<file path="src/sha1md_pkg.sv">
// Shared types and constants for the SHA-1 message digest core.
// No dependencies; every other source file refers to it by scoped name.
`default_nettype none

package sha1md_pkg;

  localparam int unsigned WORD_W     = 32;
  localparam int unsigned NUM_H      = 5;
  localparam int unsigned IDX_W      = 3;
  localparam int unsigned ROUNDS     = 80;
  localparam int unsigned RND_W      = 7;
  localparam int unsigned WIN_DEPTH  = 16;
  localparam int unsigned POS_W      = 6;
  localparam int unsigned LEN_W      = 64;
  localparam int unsigned Q_DEPTH    = 4;
  localparam int unsigned Q_PTR_W    = 2;
  localparam int unsigned Q_CNT_W    = 3;

  localparam logic [IDX_W-1:0] LAST_IDX = 3'd4;
  localparam logic [7:0]       PAD_BYTE = 8'h80;
  localparam logic [POS_W-1:0] LEN_POS  = 6'd56;
  localparam logic [POS_W-1:0] END_POS  = 6'd63;

  localparam logic [WORD_W-1:0] K0 = 32'h5A827999;
  localparam logic [WORD_W-1:0] K1 = 32'h6ED9EBA1;
  localparam logic [WORD_W-1:0] K2 = 32'h8F1BBCDC;
  localparam logic [WORD_W-1:0] K3 = 32'hCA62C1D6;

  localparam logic [WORD_W-1:0] H_INIT [NUM_H] = '{
    32'h67452301, 32'hEFCDAB89, 32'h98BADCFE, 32'h10325476, 32'hC3D2E1F0
  };

  typedef struct packed {
    logic [7:0] data;
    logic       present;
    logic       eom;
  } item_t;

  typedef struct packed {
    logic full;
    logic nonempty;
  } q_status_t;

endpackage

`default_nettype wire

</file>
<file path="src/sha1md_fifo.sv">
// Short item queue between the front and the engine.
// Depends on sha1md_pkg for the item type, depth and status struct.
`default_nettype none

module sha1md_fifo (
  input  wire logic                   clk,
  input  wire logic                   rst_n,
  input  wire logic                   push,
  input  wire sha1md_pkg::item_t      push_item,
  input  wire logic                   pop,
  output wire sha1md_pkg::item_t      head,
  output wire sha1md_pkg::q_status_t  status
);

  sha1md_pkg::item_t                  mem_r [sha1md_pkg::Q_DEPTH];
  logic [sha1md_pkg::Q_PTR_W-1:0]     wr_ptr_r;
  logic [sha1md_pkg::Q_PTR_W-1:0]     rd_ptr_r;
  logic [sha1md_pkg::Q_CNT_W-1:0]     count_r;
  logic [sha1md_pkg::Q_CNT_W-1:0]     count_nxt;

  assign head            = mem_r[rd_ptr_r];
  assign status.full     = (count_r == sha1md_pkg::Q_CNT_W'(sha1md_pkg::Q_DEPTH));
  assign status.nonempty = (count_r != '0);

  always_comb begin
    count_nxt = count_r;
    if (push && !pop) begin
      count_nxt = count_r + 1'b1;
    end else if (pop && !push) begin
      count_nxt = count_r - 1'b1;
    end
  end

  always_ff @(posedge clk) begin
    if (push) begin
      mem_r[wr_ptr_r] <= push_item;
    end
  end

  always_ff @(posedge clk) begin
    if (!rst_n) begin
      wr_ptr_r <= '0;
      rd_ptr_r <= '0;
      count_r  <= '0;
    end else begin
      if (push) begin
        wr_ptr_r <= wr_ptr_r + 1'b1;
      end
      if (pop) begin
        rd_ptr_r <= rd_ptr_r + 1'b1;
      end
      count_r <= count_nxt;
    end
  end

endmodule

`default_nettype wire

</file>
<file path="src/sha1md_front.sv">
// Input stage: accepts items, drops empty ones, forwards the rest to the queue.
// Depends on sha1md_pkg for the item type and queue status.
`default_nettype none

module sha1md_front (
  input  wire logic                   clk,
  input  wire logic                   rst_n,
  input  wire logic                   in_valid,
  output wire logic                   in_ready,
  input  wire logic [7:0]             in_data_byte,
  input  wire logic                   in_byte_present,
  input  wire logic                   in_end_of_message,
  input  wire sha1md_pkg::q_status_t  q_status,
  output wire logic                   push,
  output wire sha1md_pkg::item_t      push_item
);

  sha1md_pkg::item_t item_r;
  logic              valid_r;
  logic              accept;
  logic              keep;

  assign push      = valid_r && !q_status.full;
  assign push_item = item_r;
  assign in_ready  = !valid_r || !q_status.full;
  assign accept    = in_valid && in_ready;
  assign keep      = in_byte_present || in_end_of_message;

  always_ff @(posedge clk) begin
    if (accept) begin
      item_r.data    <= in_data_byte;
      item_r.present <= in_byte_present;
      item_r.eom     <= in_end_of_message;
    end
  end

  always_ff @(posedge clk) begin
    if (!rst_n) begin
      valid_r <= 1'b0;
    end else begin
      valid_r <= (valid_r && !push) || (accept && keep);
    end
  end

endmodule

`default_nettype wire

</file>
<file path="src/sha1md_engine.sv">
// Back end: packs bytes into the schedule window, pads, runs 80 rounds, emits digest.
// Depends on sha1md_pkg for constants, the item type and queue status.
`default_nettype none

module sha1md_engine (
  input  wire logic                   clk,
  input  wire logic                   rst_n,
  input  wire sha1md_pkg::item_t      head,
  input  wire sha1md_pkg::q_status_t  q_status,
  output wire logic                   pop,
  output wire logic                   out_valid,
  input  wire logic                   out_ready,
  output wire logic [31:0]            out_digest_word,
  output wire logic [2:0]             out_word_index,
  output wire logic                   out_last_word
);

  typedef enum logic [2:0] {
    S_COLLECT,
    S_PAD,
    S_ROUND,
    S_HADD,
    S_OUT
  } state_t;

  state_t                              state_r;
  logic [sha1md_pkg::WORD_W-1:0]       h_r [sha1md_pkg::NUM_H];
  logic [sha1md_pkg::WORD_W-1:0]       win_r [sha1md_pkg::WIN_DEPTH];
  logic [23:0]                         acc_r;
  logic [sha1md_pkg::POS_W-1:0]        pos_r;
  logic [sha1md_pkg::LEN_W-1:0]        bit_len_r;
  logic [sha1md_pkg::LEN_W-1:0]        len_r;
  logic [sha1md_pkg::RND_W-1:0]        rnd_r;
  logic [sha1md_pkg::IDX_W-1:0]        oidx_r;
  logic                                pad_r;
  logic                                first_r;
  logic                                ok_r;
  logic                                final_r;
  logic [31:0]                         a_r, b_r, c_r, d_r, e_r;
  logic                                out_valid_r;
  logic [31:0]                         out_word_r;
  logic [sha1md_pkg::IDX_W-1:0]        out_index_r;
  logic                                out_last_r;

  logic                                byte_we;
  logic [7:0]                          byte_val;
  logic [31:0]                         word_nxt;
  logic [31:0]                         f_val;
  logic [31:0]                         k_val;
  logic [31:0]                         t_val;
  logic [31:0]                         w_x;
  logic [31:0]                         w_nxt;
  logic [sha1md_pkg::LEN_W-1:0]        bit_len_nxt;

  assign pop             = (state_r == S_COLLECT) && q_status.nonempty;
  assign out_valid       = out_valid_r;
  assign out_digest_word = out_word_r;
  assign out_word_index  = out_index_r;
  assign out_last_word   = out_last_r;

  always_comb begin
    byte_we  = 1'b0;
    byte_val = head.data;
    case (state_r)
      S_COLLECT: begin
        byte_we = pop && head.present;
      end
      S_PAD: begin
        byte_we = 1'b1;
        if (first_r) begin
          byte_val = sha1md_pkg::PAD_BYTE;
        end else if (ok_r && (pos_r >= sha1md_pkg::LEN_POS)) begin
          byte_val = len_r[63:56];
        end else begin
          byte_val = 8'h00;
        end
      end
      default: begin
        byte_we = 1'b0;
      end
    endcase
  end

  assign word_nxt    = {acc_r, byte_val};
  assign bit_len_nxt = bit_len_r + 64'd8;

  always_comb begin
    if (rnd_r < 7'd20) begin
      f_val = (b_r & c_r) | (~b_r & d_r);
      k_val = sha1md_pkg::K0;
    end else if (rnd_r < 7'd40) begin
      f_val = b_r ^ c_r ^ d_r;
      k_val = sha1md_pkg::K1;
    end else if (rnd_r < 7'd60) begin
      f_val = (b_r & c_r) | (b_r & d_r) | (c_r & d_r);
      k_val = sha1md_pkg::K2;
    end else begin
      f_val = b_r ^ c_r ^ d_r;
      k_val = sha1md_pkg::K3;
    end
  end

  assign t_val = {a_r[26:0], a_r[31:27]} + f_val + e_r + win_r[0] + k_val;
  assign w_x   = win_r[13] ^ win_r[8] ^ win_r[2] ^ win_r[0];
  assign w_nxt = {w_x[30:0], w_x[31]};

  always_ff @(posedge clk) begin
    if (!rst_n) begin
      state_r     <= S_COLLECT;
      for (int i = 0; i < sha1md_pkg::NUM_H; i++) begin
        h_r[i] <= sha1md_pkg::H_INIT[i];
      end
      pos_r       <= '0;
      bit_len_r   <= '0;
      rnd_r       <= '0;
      oidx_r      <= '0;
      pad_r       <= 1'b0;
      first_r     <= 1'b0;
      ok_r        <= 1'b0;
      final_r     <= 1'b0;
      out_valid_r <= 1'b0;
    end else begin
      if (out_ready) begin
        out_valid_r <= 1'b0;
      end

      if (byte_we) begin
        acc_r <= word_nxt[23:0];
        pos_r <= pos_r + 1'b1;
        if (pos_r[1:0] == 2'b11) begin
          for (int i = 0; i < sha1md_pkg::WIN_DEPTH - 1; i++) begin
            win_r[i] <= win_r[i+1];
          end
          win_r[sha1md_pkg::WIN_DEPTH-1] <= word_nxt;
        end
        if (pos_r == sha1md_pkg::END_POS) begin
          a_r     <= h_r[0];
          b_r     <= h_r[1];
          c_r     <= h_r[2];
          d_r     <= h_r[3];
          e_r     <= h_r[4];
          rnd_r   <= '0;
          state_r <= S_ROUND;
        end
      end

      case (state_r)
        S_COLLECT: begin
          if (pop) begin
            if (head.present) begin
              bit_len_r <= bit_len_nxt;
            end
            if (head.eom) begin
              len_r   <= head.present ? bit_len_nxt : bit_len_r;
              pad_r   <= 1'b1;
              first_r <= 1'b1;
              ok_r    <= 1'b0;
              final_r <= 1'b0;
              if (!(head.present && (pos_r == sha1md_pkg::END_POS))) begin
                state_r <= S_PAD;
              end
            end
          end
        end
        S_PAD: begin
          if (first_r) begin
            first_r <= 1'b0;
            if (pos_r < sha1md_pkg::LEN_POS) begin
              ok_r <= 1'b1;
            end
          end else if (ok_r && (pos_r >= sha1md_pkg::LEN_POS)) begin
            len_r <= {len_r[55:0], 8'h00};
          end
          if (pos_r == sha1md_pkg::END_POS) begin
            if (ok_r) begin
              final_r <= 1'b1;
            end else begin
              ok_r <= 1'b1;
            end
          end
        end
        S_ROUND: begin
          a_r <= t_val;
          b_r <= a_r;
          c_r <= {b_r[1:0], b_r[31:2]};
          d_r <= c_r;
          e_r <= d_r;
          for (int i = 0; i < sha1md_pkg::WIN_DEPTH - 1; i++) begin
            win_r[i] <= win_r[i+1];
          end
          win_r[sha1md_pkg::WIN_DEPTH-1] <= w_nxt;
          rnd_r <= rnd_r + 1'b1;
          if (rnd_r == sha1md_pkg::RND_W'(sha1md_pkg::ROUNDS - 1)) begin
            state_r <= S_HADD;
          end
        end
        S_HADD: begin
          h_r[0] <= h_r[0] + a_r;
          h_r[1] <= h_r[1] + b_r;
          h_r[2] <= h_r[2] + c_r;
          h_r[3] <= h_r[3] + d_r;
          h_r[4] <= h_r[4] + e_r;
          if (final_r) begin
            state_r <= S_OUT;
          end else if (pad_r) begin
            state_r <= S_PAD;
          end else begin
            state_r <= S_COLLECT;
          end
        end
        S_OUT: begin
          if (!out_valid_r || out_ready) begin
            out_word_r  <= h_r[oidx_r];
            out_index_r <= oidx_r;
            out_last_r  <= (oidx_r == sha1md_pkg::LAST_IDX);
            out_valid_r <= 1'b1;
            oidx_r      <= oidx_r + 1'b1;
            if (oidx_r == sha1md_pkg::LAST_IDX) begin
              for (int i = 0; i < sha1md_pkg::NUM_H; i++) begin
                h_r[i] <= sha1md_pkg::H_INIT[i];
              end
              bit_len_r <= '0;
              pad_r     <= 1'b0;
              final_r   <= 1'b0;
              oidx_r    <= '0;
              state_r   <= S_COLLECT;
            end
          end
        end
        default: begin
          state_r <= S_COLLECT;
        end
      endcase
    end
  end

`ifndef NO_ASSERTIONS
  a_round_range: assert property (@(posedge clk) disable iff (!rst_n)
    (state_r == S_ROUND) |-> (rnd_r < sha1md_pkg::RND_W'(sha1md_pkg::ROUNDS)))
    else $error("round counter out of range");

  a_out_aligned: assert property (@(posedge clk) disable iff (!rst_n)
    (state_r == S_OUT) |-> (pos_r == '0))
    else $error("digest output with a partly filled block");

  a_last_index: assert property (@(posedge clk) disable iff (!rst_n)
    (out_valid_r && out_last_r) |-> (out_index_r == sha1md_pkg::LAST_IDX))
    else $error("last word flag on wrong index");

  a_no_pop_busy: assert property (@(posedge clk) disable iff (!rst_n)
    (state_r == S_ROUND) |=> !$past(pop))
    else $error("item taken during compression");
`endif

endmodule

`default_nettype wire

</file>
<file path="src/sha1_message_digest_core.sv">
// SHA-1 message digest core, one message byte per transfer.
// Per 64-byte block: bytes fill the schedule window, then 80 rounds and one add step run.
// Sustained rate is set by the round loop; no bytes leave the queue during the rounds.
// End of message: padding and length take up to two compressions, then five words.
// Synchronous active-low reset loads the initial chaining words; no clearing pass.
`default_nettype none

module sha1_message_digest_core (
  input  wire logic        clk,
  input  wire logic        rst_n,
  input  wire logic        in_valid,
  output wire logic        in_ready,
  input  wire logic [7:0]  in_data_byte,
  input  wire logic        in_byte_present,
  input  wire logic        in_end_of_message,
  output wire logic        out_valid,
  input  wire logic        out_ready,
  output wire logic [31:0] out_digest_word,
  output wire logic [2:0]  out_word_index,
  output wire logic        out_last_word
);

  sha1md_pkg::item_t      push_item;
  sha1md_pkg::item_t      head;
  sha1md_pkg::q_status_t  q_status;
  logic                   push;
  logic                   pop;

  sha1md_front u_front (
    .clk               (clk),
    .rst_n             (rst_n),
    .in_valid          (in_valid),
    .in_ready          (in_ready),
    .in_data_byte      (in_data_byte),
    .in_byte_present   (in_byte_present),
    .in_end_of_message (in_end_of_message),
    .q_status          (q_status),
    .push              (push),
    .push_item         (push_item)
  );

  sha1md_fifo u_fifo (
    .clk       (clk),
    .rst_n     (rst_n),
    .push      (push),
    .push_item (push_item),
    .pop       (pop),
    .head      (head),
    .status    (q_status)
  );

  sha1md_engine u_engine (
    .clk             (clk),
    .rst_n           (rst_n),
    .head            (head),
    .q_status        (q_status),
    .pop             (pop),
    .out_valid       (out_valid),
    .out_ready       (out_ready),
    .out_digest_word (out_digest_word),
    .out_word_index  (out_word_index),
    .out_last_word   (out_last_word)
  );

endmodule

`default_nettype wire
</file>
<file path="config.mk">
export PLATFORM = sky130hd
export DESIGN_NAME = sha1_message_digest_core
export DESIGN_NICKNAME = d
export VERILOG_FILES = /design/src/sha1md_pkg.sv /design/src/sha1md_fifo.sv /design/src/sha1md_front.sv /design/src/sha1md_engine.sv /design/src/sha1_message_digest_core.sv
export SDC_FILE = /design/constraint.sdc
export NUM_CORES = 2
export LEC_CHECK = 0
export ABC_AREA = 1
export BUFFER_PORTS_ARGS = -buffer_cell sky130_fd_sc_hd__buf_2
export CAP_MARGIN = 10
export CORE_UTILIZATION = 33
export DETAILED_ROUTE_END_ITERATION = 8
export PLACE_DENSITY = 0.51
export SLEW_MARGIN = 30
export SYNTH_ARGS = -nofsm -noshare
export SYNTH_HDL_FRONTEND = slang
export SYNTH_SLANG_ARGS = --single-unit
</file>
<file path="constraint.sdc">
create_clock -name clk -period 32.9 [get_ports clk]
set_input_delay 4.935 -clock clk [delete_from_list [all_inputs] [get_ports clk]]
set_output_delay 4.935 -clock clk [all_outputs]
set_load 0.03 [all_outputs]
</file>
== Word-level counts from Yosys, hierarchy flattened ==
Memory sizes are Yosys's and may differ from the RTL's. A register that Yosys moved wholly into a read port is not among the register bits.
Index checks and enable logic that the tools add are counted.

* Add/subtract/negate cells: 17
* Multipliers: 0
* Div/mod/pow operators: 0
* $lt $le $gt $ge: 5
* Equal/unequal tests: 17
* Shifts and indexed selects: 0
* Multiplexer cells: 117
* Bitwise operators: 39
* Reduce and logical (&&, ||, !) cells: 37

{| class="wikitable"
|+ Operator list
! kind !! count
|-
| $mux W32 || 46
|-
| $mux W64 || 8
|-
| $add A32 B32 Y32 || 9
|-
| $pmux W64 S2 || 2
|-
| $xor A32 B32 Y32 || 5
|-
| $and A32 B32 Y32 || 4
|-
| $or A32 B32 Y32 || 3
|-
| $add A64 B4 Y64 const B || 1
|-
| $mux W3 || 12
|-
| $mux W1 || 34
|-
| $not A32 Y32 || 1
|-
| $mux W31 || 1
|-
| $or A1 B1 Y1 || 26
|-
| $mux W8 || 3
|-
| $mux W7 || 3
|-
| $pmux W3 S5 || 1
|-
| $lt A7 B6 Y1 const B || 2
|-
| $ne A2 B1 Y1 const B || 6
|-
| $logic_and A1 B1 Y1 || 10
|-
| $reduce_bool A2 Y1 || 5
|-
| $eq A3 B3 Y1 const B || 3
|-
| $reduce_and A3 Y1 || 3
|-
| $pmux W1 S2 || 4
|-
| $add A7 B1 Y7 const B || 1
|-
| other kinds (24) || 39
|}

* Flip-flop bits (word level): 358
* Latch bits: 0
* Memory bits (writable): 712
* Bits in read-only memories: 0
* Memories kept: 3

{| class="wikitable"
|+ Memories
! memory !! depth !! width !! rd ports !! clocked after Yosys merged registers in !! wr ports !! RTL line !! RTL
|-
| u_engine.win_r || 16 || 32 || 16 || 0 || 16 || sha1md_engine.sv:28 || <nowiki>logic [sha1md_pkg::WORD_W-1:0] win_r [sha1md_pkg::WIN_DEPTH];</nowiki>
|-
| u_engine.h_r || 5 || 32 || 6 || 1 || 5 || sha1md_engine.sv:27 || <nowiki>logic [sha1md_pkg::WORD_W-1:0] h_r [sha1md_pkg::NUM_H];</nowiki>
|-
| u_fifo.mem_r || 4 || 10 || 1 || 1 || 1 || sha1md_fifo.sv:15 || <nowiki>sha1md_pkg::item_t mem_r [sha1md_pkg::Q_DEPTH];</nowiki>
|}

== Logic depth before layout (Yosys ltp) ==
* Depth after elaboration: 11
* Mapped depth: 27
* Gate-level depth less buffers: 26

== Cells and area by module ==
Synthesis repeated with hierarchy kept, for this count alone.

* Cells, all modules: 5946
* Area, all modules: 57999.4 um^2

{| class="wikitable"
|+ By module, submodules not included
! module !! times used !! cells each !! area an instance (um^2)
|-
| sha1md_engine || 1 || 5772 || 55700.9
|-
| sha1md_fifo || 1 || 156 || 1940.6
|-
| sha1md_front || 1 || 18 || 357.8
|}

== Least setup slack after synthesis ==
OpenSTA, ideal clock, no wires.

* Path type: input to register
* Start: in rst_n
* End: mem u_engine.win_r[0][0] in the netlist's numbering, enable pin
* Arrival: 29952 ps
* Setup slack: 1387 ps
* Cell stages on the path: 4
* Buffers on the path: 2
* Cell sequence: inv_1 clkbuf_1 clkbuf_1 a21oi_1

{| class="wikitable"
|+ RTL lines
! element !! RTL line !! RTL
|-
| from (decl) || sha1_message_digest_core.sv:10 || <nowiki>input wire logic rst_n,</nowiki>
|-
| to (decl) || sha1md_engine.sv:28 ||
|}

==> flow_metrics.env <==
export IMPL_status="complete, no violations"
export IMPL_core_um2=175000
export IMPL_grt_pass1_vias=41456
export IMPL_die_x_um=422
export IMPL_antenna_found_initial=1
export IMPL_grt_pass1_wl_um=272000
export IMPL_yosysWarnings=0
export IMPL_drv_cap=0
export IMPL_p_sw_share_pct=28.6
export IMPL_fin_skew_ns=0.0323
export IMPL_maxSlewViolCount=0
export IMPL_drt_total_wl_um=185000
export IMPL_vdd_ir_drop_max_v=0.0000470
export IMPL_post_cts_setup_buffer_count=0
export IMPL_rows=153
export IMPL_cts_tree="yes"
export IMPL_dpl_hpwl_um=139000
export IMPL_cts_buffers=131
export IMPL_holdBufCountCts=0
export IMPL_clkSinkCount=1098
export IMPL_syn_inst=6036
export IMPL_ys_flop_type="edfxtp_1"
export IMPL_power_w=0.00362
export IMPL_synth_seq_area_share_pct=54.9
export IMPL_power_frac_seq_pct=47.8
export IMPL_p_comb_share_pct=13.3
export IMPL_port_buffers=51
export IMPL_synth_area_leader_cell="edfxtp_1"
export IMPL_rsz0062_at_grt="no"
export IMPL_timing_final_crit_share_pct=24.6
export IMPL_worst_slew_pin_slew_ns=0.993
export IMPL_io_pins=52
export IMPL_period_minus_slack_ns=8.08
export IMPL_clock_latency_ns=0.78
export IMPL_die_area_um2=178000
export IMPL_p_int_w=0.00259
export IMPL_post_cts_resized=0
export IMPL_cp_max_fo=72
export IMPL_hold_violations=0
export IMPL_synth_nets=6406
export IMPL_clk_pin_slew_ns=0.06
export IMPL_synth_top_cell_area_share_pct=51.6
export IMPL_critPathArrivalTime_ns=8.46
export IMPL_async_flop_share_pct=0
export IMPL_whs_ns=0.399
export IMPL_power_density_nw_per_um2=55.3
export IMPL_grt_max_degree=94
export IMPL_drc=0
export IMPL_via_per_inst=5.10
export IMPL_final_setup_tns_ns=0
export IMPL_drt_iter0_markers=4322
export IMPL_synth_edf_count=1003
export IMPL_root_buffer="clkbuf_16"
export IMPL_wire_per_inst_um=21.6
export IMPL_finalSetupViolations=0
export IMPL_synth_seq_cells=1098
export IMPL_criticalPathCategory="input pin to flip-flop"
export IMPL_syn_area_per_cell_um2=9.66
export IMPL_synth_area_um2=58300
export IMPL_ctsLongestPathBuffers=3
export IMPL_vias=43521
export IMPL_die_h_um=422
export IMPL_nFillCells=17500
export IMPL_antenna_cells=0
export IMPL_hold_path_class="flip-flop to flip-flop"
export IMPL_nets=6479
export IMPL_htreeDepth=4
export IMPL_relSlewSlack_pct=33.8
export IMPL_yosys_top_cells_area="edfxtp_1 (52%), nand2_1 (9.3%), ha_1 (5.0%)"
export IMPL_grt_use_total_pct=20.4
export IMPL_ant_nets=0
export IMPL_place_congestion=0.953
export IMPL_drive_gt1_share_pct=5.62
export IMPL_grt_ovfl_total=0
export IMPL_ys_types=52
export IMPL_start_kind="input pin"
export IMPL_fmax_mhz=124
export IMPL_p_leak_nw=24.3
export IMPL_critPathCaptureType="flip-flop"
export IMPL_area_growth_pct=12.1
export IMPL_p_clk_share_pct=39.0
export IMPL_p_switching_w=0.00103
export IMPL_drt_first_pass_iters=6
export IMPL_start_util_pct=33.4
export IMPL_fin_util_pct=37.4
export IMPL_crit_required_ns=33.28
-- final cells by class --
type	count	area, um^2	area share, %
flip-flops and latches	1098	32000	49.0
multi-input cells	4108	23200	35.5
clock buffers	171	3490	5.34
well taps	2325	2910	4.45
inverters	680	2560	3.92
clock inverters	66	618	0.945
repair buffers	90	579	0.886
-- power by group through the flow --
stage               clock, W  sequential [W]  combinational, W
floorplan                  0         0.00175          0.000353
global route         0.00149         0.00174          0.000544
global placement           0         0.00175          0.000477
finish               0.00141         0.00173          0.000480
CTS                  0.00145         0.00173          0.000488
detailed placement         0         0.00176          0.000485
-- cell usage in the layout (no fill, tap or decap), types with 59 or more instances in the layout --
cell / n
clkbuf_16: 132
inv_1: 670
dfxtp_1: 93
o21ai_0: 383
nand3_1: 327
xnor2_1: 121
fa_1: 125
a21oi_1: 461
nand4_1: 59
ha_1: 231
nand2_1: 1443
edfxtp_1: 1003
nor2_1: 517
-- stage by stage --
step / instances / worst slack [ns] / cell area, um^2
after floorplan: 6036 / 1.39 / 58300
after global placement: 8300 / 24.09 / 61200
after detailed placement: 8300 / 24.00 / 61200
after CTS: 8537 / 24.85 / 65300
after global routing: 8538 / 24.52 / 65400
final: 8538 / 24.82 / 65400
-- synth_stat cells, types with 48 or more instances --
cell type  number
nand4_1        59
o21ai_0       383
dfxtp_1        95
edfxtp_1     1003
clkbuf_1       85
xnor2_1       121
nor2_1        526
inv_1         673
nand3_1       329
nand2_1      1443
a21oi_1       462
ha_1          231
fa_1          125
nor3_1         48
-- worst paths after layout --
| path | start | endpoint | slack [ns] | depth (start not counted) |
|---|---|---|---|---|
| hold reg to reg | u_engine.win_r[1][6]$_DFFE_PP_ | u_engine.win_r[0][6]$_DFFE_PP_ | 0.40 | 0 |
| setup / recovery | rst_n | u_engine.win_r[9][16]$_DFFE_PP_ | 24.82 | 6 |
| setup reg to reg | u_engine.rnd_r[5]$_SDFFE_PN0P_ | u_engine.a_r[31]$_DFFE_PP_ | 25.95 | 22 |
| hold / removal | u_engine.win_r[1][6]$_DFFE_PP_ | u_engine.win_r[0][6]$_DFFE_PP_ | 0.40 | 0 |
-- flip-flops by register name, summed over array words and instances (netlist names), 6 cells and up, named ones only --
register,flops
u_engine.len_r,61
u_engine.pos_r,6
u_engine.h_r,160
u_engine.win_r,512
u_fifo.mem_r,40
u_engine.bit_len_r,61
u_engine.d_r,32
u_front.push_item,10
u_engine.rnd_r,7
u_engine.a_r,32
u_engine.c_r,32
u_engine.acc_r,24
u_engine.e_r,32
u_engine.out_digest_word,32
u_engine.b_r,32
-- cells by family (layout without fill, tap and decap cells) --
group / count (synthesis) / count (layout) / share of synthesized area, %
buffers and inverters: 830 / 1007 / 5.49
xor gates and xnor gates: 149 / 149 / 2.24
AOI/OAI and AO/OA: 1094 / 1094 / 10.4
and+or+nand+nor: 2509 / 2509 / 17.8
DFF: 1098 / 1098 / 54.9
adders and majority gates: 356 / 356 / 9.24
-- worst max-delay path: stages --
cell and delay (ns):
buf_2 0.35, clkinv_2 0.34, a21oi_4 0.34, buf_4 0.73
buf_4 0.81, buf_4 0.79
-- per-layer routing --
metal  vias to the layer above  routed length [um]  part of all wire, %  global-route usage, %
met4                         0                5040                  2.7                   5.86
met2                      1283               82700                   45                   31.7
met5                         -                   0                    0                      0
li1                      20757                   -                    -                      -
met1                     21256               86400                   47                   29.4
met3                       225               10500                  5.7                   2.86
Note: power is estimated with default switching activity, not from simulation.
